File: src/brqo_pkg.sv
// ----------------------------------------------------------------------------
// Byte ring queue package
// Request codes, field widths and the command and response beat types.
// ----------------------------------------------------------------------------
package brqo_pkg;

   localparam int CSR_W   = 11;
   localparam int DATA_W  = 8;
   localparam int COUNT_W = 10;
   localparam int REQ_W   = 2;

   localparam logic [CSR_W-1:0] SLOTS_RESET = 11'd1024;

   localparam logic [REQ_W-1:0] REQ_PUSH   = 2'd0;
   localparam logic [REQ_W-1:0] REQ_POP    = 2'd1;
   localparam logic [REQ_W-1:0] REQ_FLUSH  = 2'd2;
   localparam logic [REQ_W-1:0] REQ_STATUS = 2'd3;

   // A decoded request; all flags low means a status query.
   typedef struct packed {
      logic              is_push;
      logic              is_pop;
      logic              is_flush;
      logic [DATA_W-1:0] data;
   } cmd_type;

   typedef struct packed {
      logic [DATA_W-1:0]  pop_data;
      logic [DATA_W-1:0]  head_data;
      logic [COUNT_W-1:0] stored_count;
      logic               is_empty;
      logic               is_full;
      logic               dropped_oldest;
      logic               pop_was_empty;
   } rsp_type;

endpackage

File: src/brqo_front.sv
// ----------------------------------------------------------------------------
// Byte ring queue front end
// Accepts request beats, decodes them and holds them in a two-entry queue.
// ----------------------------------------------------------------------------
module brqo_front (
   input  logic                        clock,
   input  logic                        reset,
   input  logic                        start,
   output logic                        busy,
   input  logic [brqo_pkg::REQ_W-1:0]  req_type,
   input  logic [brqo_pkg::DATA_W-1:0] req_push_data,
   output logic                        cmd_valid,
   output brqo_pkg::cmd_type           cmd,
   input  logic                        cmd_take
);
   import brqo_pkg::*;

   cmd_type    q_ff [2];
   logic       wr_ptr_ff, wr_ptr_in;
   logic       rd_ptr_ff, rd_ptr_in;
   logic [1:0] fill_ff, fill_in;
   logic       accept;
   cmd_type    new_cmd;

   assign busy   = (fill_ff == 2'd2);
   assign accept = start && !busy;

   always_comb begin
      new_cmd      = '0;
      new_cmd.data = req_push_data;
      case (req_type)
         REQ_PUSH:   new_cmd.is_push  = 1'b1;
         REQ_POP:    new_cmd.is_pop   = 1'b1;
         REQ_FLUSH:  new_cmd.is_flush = 1'b1;
         REQ_STATUS: new_cmd          = new_cmd;
         default:    new_cmd          = new_cmd;
      endcase
   end

   always_comb begin
      wr_ptr_in = accept   ? ~wr_ptr_ff : wr_ptr_ff;
      rd_ptr_in = cmd_take ? ~rd_ptr_ff : rd_ptr_ff;
      case ({accept, cmd_take})
         2'b10:   fill_in = fill_ff + 2'd1;
         2'b01:   fill_in = fill_ff - 2'd1;
         default: fill_in = fill_ff;
      endcase
   end

   always_ff @(posedge clock) begin
      if (reset) begin
         wr_ptr_ff <= 1'b0;
         rd_ptr_ff <= 1'b0;
         fill_ff   <= 2'd0;
      end else begin
         wr_ptr_ff <= wr_ptr_in;
         rd_ptr_ff <= rd_ptr_in;
         fill_ff   <= fill_in;
      end
   end

   always_ff @(posedge clock) begin
      if (accept) begin
         q_ff[wr_ptr_ff] <= new_cmd;
      end
   end

   assign cmd_valid = (fill_ff != 2'd0);
   assign cmd       = q_ff[rd_ptr_ff];

endmodule

File: config.mk
export PLATFORM = sky130hd
export DESIGN_NAME = brqo_front
export DESIGN_NICKNAME = d
export VERILOG_FILES = /design/src/brqo_pkg.sv /design/src/brqo_front.sv
export SDC_FILE = /design/constraint.sdc
export NUM_CORES = 1
export LEC_CHECK = 0
export BUFFER_PORTS_ARGS = -buffer_cell sky130_fd_sc_hd__buf_2
export CORE_MARGIN = 3
export CORE_UTILIZATION = 45
export DETAILED_ROUTE_END_ITERATION = 10
export PLACE_DENSITY = 0.73
export SKIP_CTS_REPAIR_TIMING = 1
export SLEW_MARGIN = 20
export SYNTH_ARGS = -nofsm -noshare
export SYNTH_HDL_FRONTEND = slang
export SYNTH_SLANG_ARGS = --single-unit
File: constraint.sdc
create_clock -name clock -period 1.4 [get_ports clock]
set_input_delay 0.35 -clock clock [delete_from_list [all_inputs] [get_ports clock]]
set_output_delay 0.35 -clock clock [all_outputs]
set_load 0.05 [all_outputs]
* After elaboration in Yosys (flattened, before gate mapping)
Memory sizes are Yosys's and may differ from the RTL's. A register that Yosys moved wholly into a read port is not among the register bits.
Cells that the tools add are included.
** Storage, ports and cells
- Memory bits (writable) :: 22
- Bits of input ports :: 14
- Output and inout port bits :: 13
- Memories :: 1
- Logic and storage cells :: 26
- Register bits :: 4
** Cells by class
- Bitwise logic cells :: 2
- Equal/unequal tests :: 5
- Reductions and logical operators :: 5
- Add/subtract/negate cells :: 2
- Muxes and demuxes :: 8
** Memory list
- q_ff :: depth 2, width 11, read ports 1, clocked after memory_dff 1, wr ports 1, RTL line brqo_front.sv:18 : cmd_type q_ff [2];
** Operators by type and width (number)
- $mux W1 :: 7
- $eq A2 B2 Y1 const B :: 3
- $eq A2 B1 Y1 const B :: 2
- $pmux W2 S2 :: 1
- $reduce_bool A2 Y1 :: 2
- $add A2 B1 Y2 const B :: 1
- $logic_not A2 Y1 :: 1
- $not A1 Y1 :: 2
- $sub A2 B1 Y2 const B :: 1
- $logic_and A1 B1 Y1 :: 1
- $logic_not A1 Y1 :: 1

* Longest topological paths before layout
- Depth after elaboration :: 5
- Gate-level depth with buffers :: 6

* Least setup slack after synthesis
No wires, ideal clock.
- Path kind :: reg2reg
- Start :: register fill_ff[0]
- End :: memory q_ff[0][0] in the netlist's numbering (enable)
- Path slack :: -153 ps
- Stages on the path, launching flop included :: 5
- Clock period less this slack :: 1553 ps
- Library setup time :: 339 ps
- Arrival :: 1214 ps
- Cells stage by stage :: dfxtp_1 > nand2b_2 > inv_2 > or3_1 > inv_1
** Between the ends
- Cells in the longest elaborated chain, start to end :: 5
** Ends and longest elaborated chain
- start: declaration :: RTL line brqo_front.sv:21 : logic [1:0] fill_ff, fill_in;
- start signal: assignment :: RTL line brqo_front.sv:58 : fill_ff <= fill_in;
- $eq A2 B2 Y1 :: RTL line brqo_front.sv:25 : assign busy = (fill_ff == 2'd2);
- via busy :: RTL line brqo_front.sv:9 : output logic busy,
- $logic_not A1 Y1 :: RTL line brqo_front.sv:26 : assign accept = start && !busy;
- $logic_and A1 B1 Y1 :: RTL line brqo_front.sv:26
- $mux W1 :: RTL line brqo_front.sv:63 : if (accept) begin
- $mux W1 (implied by the code) :: RTL line brqo_front.sv:64 : q_ff[wr_ptr_ff] <= new_cmd;
- end: declaration :: RTL line brqo_front.sv:18
The timed path passes the listed nets, and every way through them passes these cells.

==> flow_metrics.tcl <==
set metrics [dict create \
    synthCells 62 \
    coreArea_um2 2060 \
    ir_worst_vdd_mv 0.902 \
    path_class "reg -> out" \
    cpMostUsedCell "buf_8" \
    fin_skew_ps 11.8 \
    fmax_mhz 605 \
    drt_wl_total_um 1670 \
    routedWlPerCell_um 13.5 \
    min_period_ps 1650 \
    drt_pass1_iterations 4 \
    fin_cells 124 \
    avgViaCountPerCell 4.93 \
    synth_area_um2 1020 \
    critPathRequiredTime_ps 1050 \
    worstPathArrival_ps 1300 \
    clock_latency_ps 320 \
    antenna_found_initial 0 \
    initial_utilization 0.497 \
    synth-seq-area-share 0.742 \
    hold_ws_ps 208 \
    fillers 139 \
    final_common_cell "edfxtp_1" \
    netlist.top_cell.by_area "edfxtp_1" \
    cpMaxStageDelayCell "dfxtp_2" \
    num_rows 16 \
    ant_nets 0 \
    synth-seq-cells 27 \
    cpPeakStageDelay_ps 370 \
    post-route-period-util 1.18 \
    placed_cell_area_um2 1230 \
    yosysWarnings 0 \
    port_buffers 26 \
    clkSlewWorstSetupHoldPaths_ps 130 \
    most-common-layout-cells "edfxtp_1, buf_8, buf_2" \
    synth_nets 77 \
    drv_slew 0 \
    clockRootBuffer "clkbuf_4" \
    startpoint_type "flop" \
    nets 113 \
    finish.instance_area_um2 1490 \
    die_y_um 53.7 \
    first_iter_violations 11 \
    routed.top_layer "met4" \
    syn_avg_cell_area_um2 16.5 \
    cts_sinks 27 \
    area_growth_pct 44.9 \
    io_pins 27 \
    fin_ws_ps -252 \
    grt_pass1_vias 586 \
    critPathMaxFanout 7 \
    num_antenna_cells 0 \
    vias 611 \
    placed_cells 119 \
    finalSetupViolCount 12 \
    grt_usage 0.126 \
    p_per_area_nw_per_um2 1400 \
    rsz0062_at_grt "true" \
    grt_start_max_net_pins 15 \
    drt-met1-wl_um 698 \
    multi_input_area_um2 324 \
    leakage_nw 0.606 \
    h-tree-depth 1 \
    crit_path_end_kind "primary output" \
    status "complete, but fails checks" \
    cap_violations 0 \
    netlist.area_leader.share 0.645 \
    crit_chain "buf_8 -> mux2_4 -> buf_8" \
    dp_hpwl_um 1110 \
    max_slew_margin 0.872 \
    cts_tree "yes" \
    ys_types 18 \
    drc 0 \
    clock_tree.buffer_depth 2 \
    numCtsBuffers 3 \
    gr-total-overflow 0 \
    hold_class "in -> reg" \
    tightest_slew_ps 191 \
    hold_violations 0 \
    drive_above_1_share 0.588 \
    route.met2.wl_um 830 \
    dieArea_um2 2890 \
    die_x_um 53.7 \
    synth_area_leaders "edfxtp_1, mux2_2, dfxtp_1" \
    grt_pass1_wl_um 2500 \
    gp_congestion 0.680 \
    path_buf_inv 2 \
    violations "setup timing" \
    ff_latch_area_um2 764 \
    crit_family "flip-flops" \
    met3_length_um 110 \
]
-- cells by family after synthesis --
| logic type | count (synthesis) | share of synthesized area |
|---|---|---|
| muxes | 11 | 0.121 |
| adders and majority gates | 1 | 0.0122 |
| AOI/OAI and AO/OA | 4 | 0.0195 |
| buffers and inverters | 4 | 0.0159 |
| and+or+nand+nor | 12 | 0.0635 |
| xor gates and xnor gates | 3 | 0.0256 |
| DFF | 27 | 0.742 |
-- synth_stat cells --
master,count
inv_1,2
ha_1,1
mux2_2,11
nor2b_1,2
inv_2,1
or3_1,2
xor2_1,1
dfxtp_1,5
buf_2,1
xnor2_1,2
or2_2,1
and3_1,1
edfxtp_1,22
a21oi_1,2
nand2_1,1
nand2b_2,1
o21ai_0,2
nor2_1,4
-- worst paths after layout --
kind,start,endpoint,slack (ps),depth (start not counted)
setup / recovery,flop,cmd[3],-250,3
hold / removal,req_push_data[6],q_ff[0][6],210,1
setup reg to reg,fill_ff[0],fill_ff[1],0,6
hold reg to reg,wr_ptr_ff,wr_ptr_ff,500,2
-- worst reg2reg max path, stage by stage (launching register included) --
cell and delay [ps]:
dfxtp_2 360, nand2b_4 140, nand2_2 70, ha_4 160, xnor2_2 130, or3_1 340
a21oi_1 130
-- power by group --
| group | internal (mW) | total (mW) | switching (mW) | leakage (nW) |
|---|---|---|---|---|
| Sequential | 0.961 | 0.996 | 0.0343 | 0.249 |
| Clock | 0.112 | 0.314 | 0.203 | 0.0150 |
| Combinational | 0.361 | 0.766 | 0.405 | 0.342 |
-- registers in the layout (all words and copies together), names as in the netlist, named ones only --
| signal | count |
|---|---|
| fill_ff | 2 |
| q_ff | 22 |
| rd_ptr_ff | 1 |
| wr_ptr_ff | 1 |
-- stage by stage --
step	util	setup slack, ps	TNS (ps)	power [mW]
2_1_floorplan	-	-4.52	-49.7	1.39
3_3_place_gp	0.596	33.9	0	1.52
3_5_place_dp	0.596	30.2	0	1.53
4_1_cts	0.609	-354	-4020	1.84
5_1_grt	0.720	-310	-3570	2.19
6_report	0.720	-252	-2760	2.08
-- area by class of cell --
| cell class | count | area share |
|---|---|---|
| Inverter | 3 | 0.0110 |
| Sequential cell | 27 | 0.515 |
| Clock buffer | 4 | 0.0177 |
| Timing Repair Buffer | 32 | 0.216 |
| Multi-Input combinational cell | 31 | 0.218 |
| Tap cell | 27 | 0.0227 |
-- layer usage --
layer | vias to the layer above | GRT usage
met4 | 0 | 0.0766
met1 | 290 | 0.151
met3 | 4 | 0.0360
li1 | 295 | -
met5 | - | 0
met2 | 22 | 0.200
Note: power is estimated with default switching activity, not from simulation.
